## src/hdl/utf8_punctuation_to_ascii_defines.svh

```systemverilog
// Assertion helpers shared by the front and queue modules.
// Each expects clk_i and rst_ni to be visible where it is used.
`ifndef UTF8_PUNCTUATION_TO_ASCII_DEFINES_SVH
`define UTF8_PUNCTUATION_TO_ASCII_DEFINES_SVH

// Property checked at every rising clock edge outside reset.
`define U8P_ASSERT(lbl, prop, msg) \
  lbl: assert property (@(posedge clk_i) disable iff (!rst_ni) prop) \
    else $error(msg);

// Condition that must never be seen outside reset.
`define U8P_ASSERT_NEVER(lbl, cond, msg) \
  `U8P_ASSERT(lbl, !(cond), msg)

`endif

```

## src/hdl/u8p_pkg.sv

```systemverilog
package u8p_pkg;

  // Lead and continuation bytes of the mapped sequences
  localparam logic [7:0] LEAD_C2 = 8'hC2;
  localparam logic [7:0] LEAD_C3 = 8'hC3;
  localparam logic [7:0] LEAD_E2 = 8'hE2;
  localparam logic [7:0] NBSP_B1 = 8'hA0;
  localparam logic [7:0] MULT_B1 = 8'h97;
  localparam logic [7:0] GEN_B1  = 8'h80;
  localparam logic [7:0] MATH_B1 = 8'h88;
  localparam logic [7:0] DING_B1 = 8'h9D;
  localparam logic [7:0] MINUS_B2 = 8'h92;
  localparam logic [7:0] ELLIP_B2 = 8'hA6;

  // ASCII replacements
  localparam logic [7:0] ASC_SPACE = 8'h20;
  localparam logic [7:0] ASC_X     = 8'h78;
  localparam logic [7:0] ASC_DASH  = 8'h2D;
  localparam logic [7:0] ASC_APOS  = 8'h27;
  localparam logic [7:0] ASC_QUOTE = 8'h22;
  localparam logic [7:0] ASC_DOT   = 8'h2E;

  // Group queue between front and back
  localparam int QDEPTH = 4;
  localparam int PTR_W  = $clog2(QDEPTH);

  // Output bytes caused by one input transaction
  typedef struct packed {
    logic [2:0][7:0] bytes;  // bytes[0] goes out first
    logic [1:0]      cnt;    // 1..3 valid bytes
    logic            last;   // string ends with this group
  } group_t;

  // Queue status seen by both sides
  typedef struct packed {
    logic empty;
    logic full;
  } fifo_stat_t;

endpackage

```

## src/hdl/u8p_front.sv

```systemverilog
`include "utf8_punctuation_to_ascii_defines.svh"

module u8p_front
  import u8p_pkg::*;
(
  input  logic       clk_i,
  input  logic       rst_ni,
  input  logic       in_valid_i,
  input  logic [7:0] in_byte_i,
  input  logic       in_last_i,
  input  fifo_stat_t stat_i,
  output logic       in_ready_o,
  output logic       push_o,
  output group_t     push_data_o
);

  logic [1:0] held_cnt_q, held_cnt_d;
  logic [7:0] held0_q, held0_d, held1_q, held1_d;
  logic [7:0] buf_b [5];
  group_t     grp_c;
  logic       acc;

  assign in_ready_o = !stat_i.full;
  assign acc        = in_valid_i && in_ready_o;

  // Window of held bytes plus the new byte
  always_comb begin
    for (int j = 0; j < 5; j++) buf_b[j] = 8'h00;
    case (held_cnt_q)
      2'd0: begin
        buf_b[0] = in_byte_i;
      end
      2'd1: begin
        buf_b[0] = held0_q;
        buf_b[1] = in_byte_i;
      end
      default: begin
        buf_b[0] = held0_q;
        buf_b[1] = held1_q;
        buf_b[2] = in_byte_i;
      end
    endcase
  end

  // Resolve the window: up to three match attempts
  always_comb begin : classify
    logic [1:0] n, pos, rem, cnt, k, adv;
    logic [2:0] p3;
    logic [7:0] b0, b1, b2, ch;
    logic       stop, brk;
    n    = (held_cnt_q == 2'd3) ? 2'd3 : held_cnt_q + 2'd1;
    pos  = 2'd0;
    cnt  = 2'd0;
    stop = 1'b0;
    grp_c = '0;
    for (int it = 0; it < 3; it++) begin
      p3  = {1'b0, pos};
      rem = n - pos;
      b0  = buf_b[p3];
      b1  = buf_b[p3 + 3'd1];
      b2  = buf_b[p3 + 3'd2];
      ch  = b0;
      k   = 2'd1;
      adv = 2'd1;
      brk = 1'b0;
      if (!stop && (pos < n)) begin
        if (b0 == LEAD_C2 || b0 == LEAD_C3) begin
          if (rem < 2'd2) begin
            brk = !in_last_i;
          end else if (b0 == LEAD_C2 && b1 == NBSP_B1) begin
            ch  = ASC_SPACE;
            adv = 2'd2;
          end else if (b0 == LEAD_C3 && b1 == MULT_B1) begin
            ch  = ASC_X;
            adv = 2'd2;
          end
        end else if (b0 == LEAD_E2) begin
          if (rem < 2'd2) begin
            brk = !in_last_i;
          end else if (!(b1 inside {GEN_B1, MATH_B1, DING_B1})) begin
            // early mismatch: lead byte goes out raw
          end else if (rem < 2'd3) begin
            brk = !in_last_i;
          end else if (b1 == GEN_B1) begin
            adv = 2'd3;
            if (b2 inside {[8'h90:8'h93]}) begin
              ch = ASC_DASH;
            end else if (b2 inside {8'h94, 8'h95}) begin
              ch = ASC_DASH;
              k  = 2'd2;
            end else if (b2 inside {[8'h98:8'h9B]}) begin
              ch = ASC_APOS;
            end else if (b2 inside {[8'h9C:8'h9F]}) begin
              ch = ASC_QUOTE;
            end else if (b2 == ELLIP_B2) begin
              ch = ASC_DOT;
              k  = 2'd3;
            end else begin
              adv = 2'd1;
            end
          end else if (b1 == MATH_B1) begin
            if (b2 == MINUS_B2) begin
              ch  = ASC_DASH;
              adv = 2'd3;
            end
          end else begin
            if (b2 inside {8'h9B, 8'h9C}) begin
              ch  = ASC_APOS;
              adv = 2'd3;
            end else if (b2 inside {8'h9D, 8'h9E}) begin
              ch  = ASC_QUOTE;
              adv = 2'd3;
            end
          end
        end
        if (brk) begin
          stop = 1'b1;
        end else begin
          for (int j = 0; j < 3; j++) begin
            if ((2'(j) < k) && (cnt != 2'd3)) begin
              grp_c.bytes[cnt] = ch;
              cnt = cnt + 2'd1;
            end
          end
          pos = pos + adv;
        end
      end
    end
    grp_c.cnt  = cnt;
    grp_c.last = in_last_i;
    held_cnt_d = n - pos;
    held0_d    = buf_b[{1'b0, pos}];
    held1_d    = buf_b[{1'b0, pos} + 3'd1];
  end

  assign push_o      = acc && (grp_c.cnt != 2'd0);
  assign push_data_o = grp_c;

  // Pending prefix state
  always_ff @(posedge clk_i or negedge rst_ni) begin
    if (!rst_ni) begin
      held_cnt_q <= 2'd0;
      held0_q    <= 8'h00;
      held1_q    <= 8'h00;
    end else if (acc) begin
      held_cnt_q <= held_cnt_d;
      held0_q    <= held0_d;
      held1_q    <= held1_d;
    end
  end

  `U8P_ASSERT_NEVER(a_held_range, held_cnt_q == 2'd3, "held count out of range")
  `U8P_ASSERT(a_last_flush, acc && in_last_i |=> held_cnt_q == 2'd0, "prefix kept after end")

endmodule

```

## src/hdl/u8p_fifo.sv

```systemverilog
`include "utf8_punctuation_to_ascii_defines.svh"

module u8p_fifo
  import u8p_pkg::*;
(
  input  logic       clk_i,
  input  logic       rst_ni,
  input  logic       push_i,
  input  group_t     push_data_i,
  input  logic       pop_i,
  output group_t     head_o,
  output fifo_stat_t stat_o
);

  group_t           mem_q [QDEPTH];
  logic [PTR_W-1:0] wr_ptr_q, rd_ptr_q;
  logic [PTR_W:0]   count_q;

  assign stat_o.empty = (count_q == '0);
  assign stat_o.full  = (count_q == (PTR_W+1)'(QDEPTH));
  assign head_o       = mem_q[rd_ptr_q];

  // Storage
  always_ff @(posedge clk_i) begin
    if (push_i) begin
      mem_q[wr_ptr_q] <= push_data_i;
    end
  end

  // Pointers and fill level
  always_ff @(posedge clk_i or negedge rst_ni) begin
    if (!rst_ni) begin
      wr_ptr_q <= '0;
      rd_ptr_q <= '0;
      count_q  <= '0;
    end else begin
      if (push_i) wr_ptr_q <= wr_ptr_q + PTR_W'(1);
      if (pop_i)  rd_ptr_q <= rd_ptr_q + PTR_W'(1);
      if (push_i && !pop_i) begin
        count_q <= count_q + (PTR_W+1)'(1);
      end else if (pop_i && !push_i) begin
        count_q <= count_q - (PTR_W+1)'(1);
      end
    end
  end

  `U8P_ASSERT_NEVER(a_no_overflow, push_i && stat_o.full, "push into full queue")
  `U8P_ASSERT_NEVER(a_no_underflow, pop_i && stat_o.empty, "pop from empty queue")
  `U8P_ASSERT_NEVER(a_level, count_q > (PTR_W+1)'(QDEPTH), "queue level past depth")

endmodule

```

## src/hdl/u8p_back.sv

```systemverilog
module u8p_back
  import u8p_pkg::*;
(
  input  logic       clk_i,
  input  logic       rst_ni,
  input  group_t     head_i,
  input  fifo_stat_t stat_i,
  output logic       pop_o,
  output logic       out_valid_o,
  input  logic       out_ready_i,
  output logic [7:0] out_byte_o,
  output logic       out_last_o
);

  logic [1:0] idx_q, idx_d;
  logic       vld_q, vld_d;
  logic [7:0] byte_q, byte_d;
  logic       last_q, last_d;
  logic       load, at_end;

  // Load the next byte whenever the queue holds a group and the output register is free
  assign load   = !stat_i.empty && (!vld_q || out_ready_i);
  assign at_end = (idx_q == head_i.cnt - 2'd1);
  assign pop_o  = load && at_end;

  always_comb begin
    idx_d  = idx_q;
    vld_d  = vld_q && !out_ready_i;
    byte_d = byte_q;
    last_d = last_q;
    if (load) begin
      vld_d  = 1'b1;
      byte_d = head_i.bytes[idx_q];
      last_d = head_i.last && at_end;
      idx_d  = at_end ? 2'd0 : idx_q + 2'd1;
    end
  end

  always_ff @(posedge clk_i or negedge rst_ni) begin
    if (!rst_ni) begin
      idx_q <= 2'd0;
      vld_q <= 1'b0;
    end else begin
      idx_q <= idx_d;
      vld_q <= vld_d;
    end
  end

  always_ff @(posedge clk_i) begin
    byte_q <= byte_d;
    last_q <= last_d;
  end

  assign out_valid_o = vld_q;
  assign out_byte_o  = byte_q;
  assign out_last_o  = last_q;

endmodule

```

## src/hdl/utf8_punctuation_to_ascii.sv

```systemverilog
// UTF-8 punctuation to ASCII rewriter.
// Input stream s_axis: one text byte per transaction, tlast on the final
// byte of a string. Output stream m_axis: one normalized byte per
// transaction, tlast on the final output byte of the string.
// A front stage classifies each byte against the held prefix (up to two
// bytes) and produces a group of zero to three output bytes; groups wait in
// a four-entry queue; a back stage sends them out one byte per cycle, while
// m_axis is ready, from an output register.
// A byte that resolves passes through the queue and the output register
// before it appears on m_axis. Throughput: one input transaction per cycle
// while each byte yields at most one output byte and m_axis is ready; the
// single-byte output port sets the rate, so two- and three-byte expansions
// leave one byte at a time and the queue absorbs them.
// s_axis_tready drops only while the queue is full; a stall on m_axis
// fills the queue and then stalls the input.
// Reset empties the queue, drops any held prefix and clears m_axis_tvalid.
module utf8_punctuation_to_ascii
  import u8p_pkg::*;
(
  input  logic       clk_i,
  input  logic       rst_ni,
  input  logic       s_axis_tvalid,
  output logic       s_axis_tready,
  input  logic [7:0] s_axis_tdata,   // [7:0] in_byte
  input  logic       s_axis_tlast,   // in_last
  output logic       m_axis_tvalid,
  input  logic       m_axis_tready,
  output logic [7:0] m_axis_tdata,   // [7:0] out_byte
  output logic       m_axis_tlast    // out_last
);

  logic       push, pop;
  group_t     push_data, head;
  fifo_stat_t stat;

  u8p_front u_front (
    .clk_i       (clk_i),
    .rst_ni      (rst_ni),
    .in_valid_i  (s_axis_tvalid),
    .in_byte_i   (s_axis_tdata),
    .in_last_i   (s_axis_tlast),
    .stat_i      (stat),
    .in_ready_o  (s_axis_tready),
    .push_o      (push),
    .push_data_o (push_data)
  );

  u8p_fifo u_fifo (
    .clk_i       (clk_i),
    .rst_ni      (rst_ni),
    .push_i      (push),
    .push_data_i (push_data),
    .pop_i       (pop),
    .head_o      (head),
    .stat_o      (stat)
  );

  u8p_back u_back (
    .clk_i       (clk_i),
    .rst_ni      (rst_ni),
    .head_i      (head),
    .stat_i      (stat),
    .pop_o       (pop),
    .out_valid_o (m_axis_tvalid),
    .out_ready_i (m_axis_tready),
    .out_byte_o  (m_axis_tdata),
    .out_last_o  (m_axis_tlast)
  );

endmodule

```

## config.mk

```make
export PLATFORM = sky130hd
export DESIGN_NAME = utf8_punctuation_to_ascii
export DESIGN_NICKNAME = d
export VERILOG_FILES = /design/src/hdl/u8p_pkg.sv /design/src/hdl/u8p_front.sv /design/src/hdl/u8p_fifo.sv /design/src/hdl/u8p_back.sv /design/src/hdl/utf8_punctuation_to_ascii.sv
export VERILOG_INCLUDE_DIRS = /design/src /design/src/hdl
export SDC_FILE = /design/constraint.sdc
export NUM_CORES = 1
export LEC_CHECK = 0
export BUFFER_PORTS_ARGS = -buffer_cell sky130_fd_sc_hd__buf_2
export CORE_MARGIN = 5
export CORE_UTILIZATION = 48
export CTS_CLUSTER_SIZE = 16
export DETAILED_ROUTE_END_ITERATION = 10
export PLACE_DENSITY = 0.74
export RECOVER_POWER = 100
export SYNTH_ARGS = -nofsm -noshare
export SYNTH_HDL_FRONTEND = slang
export SYNTH_SLANG_ARGS = --single-unit
```

## constraint.sdc

```tcl
create_clock -name clk_i -period 14.25 [get_ports clk_i]
set_input_delay 2.85 -clock clk_i [delete_from_list [all_inputs] [get_ports clk_i]]
set_output_delay 2.85 -clock clk_i [all_outputs]
set_load 0.005 [all_outputs]
```

---- Yosys cells after proc, flatten, opt, wreduce, memory -nomap -nowiden ----
Memory sizes are Yosys's and may differ from the RTL's.
Index checks and enable logic that the tools add are counted.
cells by class
  equal/unequal tests ..................... 60
  mux-type cells .......................... 291
  bitwise gates (word level) .............. 8
  reduce and logical (&&, ||, !) cells .... 71
  magnitude comparators ................... 61
  $add $sub $neg .......................... 25
operator list
  operator             count
  $mux 8               87
  $mux 24              24
  $eq 8x8->1 const B   48
  $mux 2               123
  $bmux 8 s3           8
  $bwmux 24            8
  $demux 8 s2          8
  $ge 8x8->1 const B   9
  $le 8x8->1 const B   9
  $logic_and 1x1->1    41
  $ge 4x4->1 const B   8
  $mux 1               29
  $lt 2x3->1 const B   9
  $add 2x1->2 const B  12
  $reduce_bool 2->1    11
  $not 3->4            5
  $bmux 8 s2           1
  $ge 2x1->1 const B   8
  $ne 2x2->1 const B   8
  $pmux 8 s2           1
  $lt 1x2->1 const A   7
  $lt 2x2->1 const B   6
  $not 2->4            3
  $add 2x1->3 const B  3
  other kinds (19)     40
word-level totals
  memories ................................ 1
  register bits ........................... 37
  memory bits (writable) .................. 108
  bits of input ports ..................... 13
  output and inout bits ................... 11
memories
  name          words  width  read ports  clocked after Yosys merged registers in  write ports  RTL line        text
  u_fifo.mem_q  4      27     1           0                                        1            u8p_fifo.sv:15  group_t mem_q [QDEPTH];

---- Depth between registers and ports, before layout ----
Gate-level depths: netlist of the first run.
  depth in word-level cells ............... 77
  depth in mapped cells ................... 52
  gate-level depth less buffers ........... 44

---- By module ----
From an unflattened synthesis of the first run, not the netlist that was laid out.
second synthesis, totals
  cells, all modules ...................... 984
  area total of the unflattened synthesis .. 10189.8 um2
by module, submodules not included
  module     instances  area each (um2)  cells each
  u8p_front  1          5267.6           753
  u8p_fifo   1          4299.1           175
  u8p_back   1          623.1            56

---- Worst setup path before layout of the first run ----
No wires, ideal clock.
  kind .................................... input to register
  from .................................... in s_axis_tdata[2]
  to ...................................... reg u_fifo.count_q[2]
  arrival ................................. 12.750 ns
  setup time .............................. 0.079 ns
  stages .................................. 47
  setup slack ............................. 1.421 ns
  path through ............................ buf_2 > or4b_1 > or3_1 > and3_1 > a221oi_4 > or2_1 > buf_6 > ha_1 > or4b_2 > a211oi_1 > nand2_1 > a32oi_1 > o2111ai_1 > o41a_1 > nand2b_1 > ha_1 > and3_1 > nand2b_1 > [... 11 more ...] > and4bb_2 > buf_2 > inv_1 > o21ai_0 > o21ai_0 > ha_1 > a21oi_1 > nand2_1 > a21oi_1 > a21oi_1 > nand3_1 > and2_0 > ha_1 > inv_1 > fa_1 > xor2_1 > nor2_1 > xor2_1
between the ends
  longest elaborated chain between the ends .. 74
RTL lines
  item                                                                 RTL line                         text
  from (decl)                                                          utf8_punctuation_to_ascii.sv:24  input logic [7:0] s_axis_tdata,
  parallel branches: the longest is 68 deep, another holds $ge 8x8->1  --
  $mux 2 (*)                                                           u8p_front.sv:66                  if (!stop && (pos < n)) begin
  $reduce_bool 2->1 (*)                                                u8p_front.sv:136                 assign push_o = acc && (grp_c.cnt != 2'd0);
  $logic_and 1x1->1 (*)                                                u8p_front.sv:136
  via push                                                             utf8_punctuation_to_ascii.sv:32  logic push, pop;
  $logic_not 1->1                                                      u8p_fifo.sv:41                   end else if (pop_i && !push_i) begin
  $logic_and 1x1->1                                                    u8p_fifo.sv:41
  $reduce_bool 2->1 (no line)                                          --
  to (signal assigned)                                                 u8p_fifo.sv:40                   count_q <= count_q + (PTR_W+1)'(1);
  to (signal assigned)                                                 u8p_fifo.sv:42                   count_q <= count_q - (PTR_W+1)'(1);
  to (decl)                                                            u8p_fifo.sv:17                   logic [PTR_W:0] count_q;
Mark *: on every way through the listed nets, which the timed path passes. The select of a mux whose other input is x is not followed.
A chain may end at the register's enable or synchronous reset.

---- Final worst setup path of the first run ----
Same ends and word-level chain as after synthesis.

==> metrics, run 1 <==
outcome finished with violations; failing checks capacitance limit, slew limit; first-pass GRT wire length 48000 um; Post-synth EDFFs 117; syn nets 1000; clock root buffer clkbuf_16; Setup Viol. Count Final 0; Num CTS Buffers 17; final hold viol count 0; synthesized cell area 0.0100 mm^2; vias in the first global route 8125; CTS max path bufs 2; flop2flop setup slack 2.39 ns; Post-DP HPWL 22600 um; CP most frequent cell ha_1; I/O pins 24; Peak Freq 0.0741 GHz; top post-synthesis cells by count edfxtp_1 (117), nand2_1 (99), nor2_1 (64); synth top area cells edfxtp_1 (35%), dfrtp_1 (7.0%), mux4_2 (6.1%), mux2i_1 (5.4%), nand2_1 (3.7%); Inst Count DP 1227; total die area 0.0239 mm^2; Die Wd 155 um; kind of cell adding the most delay to the critical path simple AND/OR/NAND/NOR gates; hold crit path type flop to flop; Max Used Layer met4; hold slack 0.493 ns; DP Area 0.0105 mm^2; met3 wire length 2590 um; clock-pin slew on the worst setup and hold paths 0.08 ns; clk sink count 145; setup repair after global routing missed its margin false; Yosys cell types 98; P&R area growth vs syn 10.3%; Max Slew Vio Count 59; DRC viols 0; top-count cell post-synth edfxtp_1; skew final 0.0237 ns; R2R Path End u_fifo.count_q[2]$_DFFE_PN0P_; largest net degree at the start of global routing 61; diodes inserted 0; Final ANT Viol Nets 0; Worst Setup SP s_axis_tdata[2]; Placeable Area 0.0204 mm^2; CP max stage cell or4b_2; Slew @ Worst Pin 2.36 ns; worst endpoint required time 14.60 ns; Mapped Cells 955; worst r2r src u_front.held_cnt_q[0]$_DFFE_PN0P_; Synthesis Warnings 0; ys flop type edfxtp_1; via count 8271; WP depth 42; final WL 31200 um; WP data arrival 13.84 ns; CP endpoint u_fifo.count_q[2]$_DFFE_PN0P_; final setup TNS 0 ns; CP peak stage delay 0.71 ns; CP Capture Type flop; Max IR drop VDD 0.000279 V; Die Ht 155 um; Port Buffers 23; Finished Cell Area 0.0111 mm^2; post-DR vias/cell 6.56; final period utilization 94.7%; Tot GR Track Use 26.0%; syn avg cell area 10.5 um^2; area fraction of the dominant cell type after synthesis 35.0%; reg2reg path depth 41; CTS tree yes; #FFs+latches synth 145; CP Buf/Inv Count 5; drt pass-1 iters 6; startpoint types primary input; crit path time final 13.49 ns; # rows 52; M1 wire length 12600 um; initial antenna violation count 0; total grt overflow 0; slew margin rel. -57.3%; DR iter-0 viols 991; post-synthesis async set-or-reset flop share 19.3%; PD cells 287 mW/mm^2; P_leak 3.99 nW; register area share after synthesis 42.0%; Initial Util 49.1%; layout cell share with drive strength beyond 1 15.6%; met2 wire length 14800 um; Worst-Skew Late Latency 0.44 ns; Crit Path Max Fanout 19; routability cong. 1.01; cts hold-fix bufs 0; total power 3.18 mW; Filler cells 1812; wire length per cell 24.8 um; Setup CP Type primary input to flop; fin cells 1260; nets 1022; Max Cap Violations 2; H-tree Lvls 4; cell taking the most area after synthesis edfxtp_1
==> sequential cells by signal (all words and copies together), names as in the netlist <==
signal	cells
u_back.idx_q	2
u_back.out_byte_o	8
u_back.out_last_o	1
u_back.out_valid_o	1
u_fifo.count_q	3
u_fifo.mem_q	108
u_fifo.rd_ptr_q	2
u_fifo.wr_ptr_q	2
u_front.held0_q	8
u_front.held1_q	8
u_front.held_cnt_q	2
==> cell usage in the layout (no fill, tap or decap), types with 15 or more instances in the layout <==
| cell | instances |
|---|---|
| o21ai_0 | 57 |
| nand2b_1 | 15 |
| nand2_1 | 99 |
| mux4_2 | 27 |
| nor3_1 | 20 |
| edfxtp_1 | 117 |
| o22ai_1 | 16 |
| buf_2 | 16 |
| dfrtp_1 | 27 |
| a21oi_1 | 39 |
| mux2i_1 | 54 |
| clkbuf_16 | 17 |
| a31oi_1 | 15 |
| buf_4 | 26 |
| nor2_1 | 64 |
| inv_1 | 31 |
| ha_1 | 28 |
| nand3_1 | 22 |
| mux2_2 | 16 |
==> how the worst min path moves through the flow <==
stage,start,end,cells after the start
after floorplan,u_front.held0_q[1]$_DFFE_PN0P_,u_front.held0_q[1]$_DFFE_PN0P_,2
after global placement,u_front.held0_q[1]$_DFFE_PN0P_,u_front.held0_q[1]$_DFFE_PN0P_,2
after detailed placement,u_front.held0_q[1]$_DFFE_PN0P_,u_front.held0_q[1]$_DFFE_PN0P_,2
after CTS,u_front.held0_q[1]$_DFFE_PN0P_,u_front.held0_q[1]$_DFFE_PN0P_,2
after global routing,u_front.held0_q[1]$_DFFE_PN0P_,u_front.held0_q[1]$_DFFE_PN0P_,2
final,u_front.held0_q[1]$_DFFE_PN0P_,u_front.held0_q[1]$_DFFE_PN0P_,2
==> what timing repair did <==
item / 4_1_cts / 5_1_grt
buffers inserted: 0 / 1
endpoints found under the setup margin: 0 / 2
resized for setup: 0 / 1
==> through the flow <==
stage	utilization (%)	setup slack (ns)
after floorplan	-	1.42
after global placement	51.3	0.738
after detailed placement	51.3	0.448
after CTS	54.5	0.864
after global routing	54.2	0.0618
final	54.2	0.755
==> worst min-delay path, stage by stage, from the launching register on <==
cell,delay [ns]
dfrtp_1,0.35
nand2_1,0.05
o21ai_1,0.06
==> cells by family after synthesis <==
logic type / synth area share, %
fa+ha+maj: 4.21
mux: 14.3
flops: 42.0
compound gates: 16.9
simple gates: 17.2
xor+xnor: 1.62
buf+inv: 3.80
==> layer usage <==
layer / global-route usage, % / vias to the layer above
li1: - / 3718
met1: 34.0 / 3997
met2: 41.9 / 468
met3: 5.67 / 88
met4: 11.0 / 0
met5: 0 / -
==> power breakdown <==
| group | switching (mW) | internal [mW] |
|---|---|---|
| clock | 0.208 | 0.286 |
| sequential | 0.0787 | 0.731 |
| combinational | 1.20 | 0.676 |
==> final cells by class <==
cell class              count  area, um^2  share of cell area (%)
inverters                  33         124                    1.12
repair buffers             58         340                    3.07
flip-flops and latches    145        4220                    38.1
clock buffers              17         425                    3.84
multi-input cells         722        5410                    48.9
clock inverters            15         213                    1.92
well taps                 270         338                    3.05
Note: power is estimated with default switching activity, not from simulation.
==> run 2, diff against run 1 <==
PLACE_DENSITY = not set   (was 0.74)
PLACE_DENSITY_LB_ADDON = 0.1   (was not set)
==> run 2 against run 1 <==
- the flow still finishes with violations (capacitance limit, slew limit)
- critical path depth is 7 lower
- count of clock-buffer cells in the layout stayed put
- core utilization is 0.28 points lower
- flip-flop and latch count stayed put
- sequential share of layout area is 0.20 points higher
- routed wire length is 4.4% lower
- setup slack better by 0.065 ns
- critical path type unchanged
- largest power group unchanged
==> metrics, run 2 (synthesized netlist as in run 1, its figures left out) <==
wire length per cell 23.8 um (-4.0%); Flop pwr share 26.1% (+0.6 points); worst endpoint required time 14.58 ns (-0.02 ns); vias in the first global route 7683 (-5.4%); kind of cell adding the most delay to the critical path compound AO/OA/AOI/OAI gates; layout cell share with drive strength beyond 1 15.3% (-0.23 points); final period utilization 94.2% (-0.45 points); Max Slew Vio Count 59 (unchanged); Placeable Area 0.0204 mm^2 (unchanged); final WL 29900 um (-4.4%); failing checks capacitance limit, slew limit; # rows 52 (unchanged); Post-DP HPWL 22100 um (-2.5%); CP peak stage delay 0.73 ns (+0.02 ns); clock-pin slew on the worst setup and hold paths 0.08 ns (about the same); fin cells 1255 (-0.40%); CP most frequent cell ha_1; setup repair after global routing missed its margin false; CP max stage cell xnor2_2; Port Buffers 23 (unchanged); Die Ht 155 um (unchanged); Max IR drop VDD 0.000196 V (-30%); CP Capture Type flop; most common cell after layout, fill and taps aside edfxtp_1; Max Cap Violations 2 (unchanged); post-CTS setup buffer count 0 (unchanged); Worst-Skew Late Latency 0.44 ns (about the same); final setup TNS 0 ns (unchanged); hold crit path type flop to flop; CTS max path bufs 2 (unchanged); WP data arrival 13.76 ns (-0.08 ns); I/O pins 24 (unchanged); skew final 0.0178 ns (-0.00592 ns); clock root buffer clkbuf_16; Die Wd 155 um (unchanged); CP Buf/Inv Count 5 (unchanged); slew margin rel. -60.0% (-2.6 points); clock power share 14.6% (-0.9 points); Setup CP Type primary input to flop; most frequent cells in the layout edfxtp_1 (117), nand2_1 (99), nor2_1 (64), o21ai_0 (57), mux2i_1 (55); Setup Viol. Count Final 0 (unchanged); DR iter-0 viols 913 (-7.9%); Inst Count DP 1223 (-0.33%); clk sink count 145 (unchanged); P_leak 3.96 nW (-0.69%); Comb power frac 59.3% (+0.3 points); internal power 1.64 mW (-3.1%); crit path time final 13.43 ns (-0.0648 ns); startpoint types primary input; Final ANT Viol Nets 0 (unchanged); DRC viols 0 (unchanged); Peak Freq 0.0745 GHz (+0.48%); outcome finished with violations; routability cong. 1.03 (+2.4%); Slew @ Worst Pin 2.40 ns (+0.0393 ns); P&R area growth vs syn 9.74%; diodes inserted 0 (unchanged); total grt overflow 0 (unchanged); switching share of power 47.1% (+0.39 points); largest register by flop count u_fifo.mem_q; H-tree Lvls 4 (unchanged); total net switching power 1.46 mW (-1.6%); post-DR vias/cell 6.37 (-3.0%); via count 7994 (-3.3%); Filler cells 1849 (+2.0%); largest net degree at the start of global routing 41 (-33%); CTS tree yes; drt pass-1 iters 6 (unchanged); PD cells 282 mW/mm^2 (-1.9%); nets 1017 (-0.49%); Tot GR Track Use 25.3% (-0.72 points); Num CTS Buffers 17 (unchanged); first-pass GRT wire length 46700 um (-2.8%); max reg flops 108 (unchanged); total die area 0.0239 mm^2 (unchanged); initial antenna violation count 0 (unchanged); Crit Path Max Fanout 19 (unchanged); Initial Util 49.1% (unchanged); final hold viol count 0 (unchanged)
## run 2: changes by cell type in the layout (fill, tap and decap cells not counted), moves of 2 or more
cell / before / now
clkinv_8: 1 / 7
buf_4: 26 / 22
bufinv_16: 3 / 0
inv_6: 5 / 3
## run 2: timing repair
action                                  in CTS  in global routing
hold buffers                                 0                  0
endpoints found under the setup margin       0                  2
resized for setup                            0                  2
## run 2: path summary, 6_finish.rpt
check | slack [ns] | cells after the start | to | start
max | 0.82 | 35 | u_front.held1_q[2]$_DFFE_PN0P_ | s_axis_tdata[2]
min | 0.50 | 2 | u_front.held0_q[1]$_DFFE_PN0P_ | u_front.held0_q[1]$_DFFE_PN0P_
max reg2reg | 2.24 | 35 | u_front.held1_q[2]$_DFFE_PN0P_ | u_front.held_cnt_q[1]$_DFFE_PN0P_
min reg2reg | 0.50 | 2 | u_front.held0_q[1]$_DFFE_PN0P_ | u_front.held0_q[1]$_DFFE_PN0P_
max in group asynchronous | 10.34 | 1 | u_fifo.rd_ptr_q[0]$_DFFE_PN0P_ | rst_ni
min in group asynchronous | 2.83 | 1 | u_front.held0_q[5]$_DFFE_PN0P_ | rst_ni
## run 2: final cells by class
cell class                 instances  area [um^2]  share of cell area, %
timing repair buffer              53          307                   2.78
sequential                       145         4220                   38.3
clock buffer                      17          425                   3.86
clock inverter                    15          190                   1.73
inverter                          33          124                   1.12
tap                              270          338                   3.07
multi-input combinational        722         5410                   49.2
## run 2: routing by layer
layer / global-route usage (%) / wire length [um]
met4: 8.70 / 1030
met3: 4.41 / 2190
met5: 0 / 0
met2: 38.5 / 13500
met1: 36.7 / 13200
## run 2: per-stage QoR
| stage | hold WS, ns | util (%) | area [um^2] | setup WS (ns) | power, mW |
|---|---|---|---|---|---|
| floorplan | 0.456 | - | 10000 | 1.42 | 2.14 |
| global placement | 0.475 | 51.2 | 10500 | 0.675 | 2.64 |
| detailed placement | 0.486 | 51.2 | 10500 | 0.448 | 2.65 |
| CTS | 0.499 | 54.2 | 11100 | 0.855 | 3.11 |
| global route | 0.525 | 53.9 | 11000 | 0.0807 | 3.31 |
| finish | 0.497 | 53.9 | 11000 | 0.820 | 3.10 |
## run 2: tightest hold or removal path, cell delays in order, from the launching register on
cell and delay [ns]:
dfrtp_1 0.35, nand2_1 0.05, o21ai_1 0.06
## run 2: power groups by stage
| stage | Sequential (mW) | Combinational (mW) | Clock [mW] |
|---|---|---|---|
| floorplan | 0.775 | 1.36 | 0 |
| global placement | 0.812 | 1.83 | 0 |
| detailed placement | 0.816 | 1.84 | 0 |
| CTS | 0.808 | 1.84 | 0.461 |
| global route | 0.824 | 2.00 | 0.483 |
| finish | 0.810 | 1.84 | 0.453 |
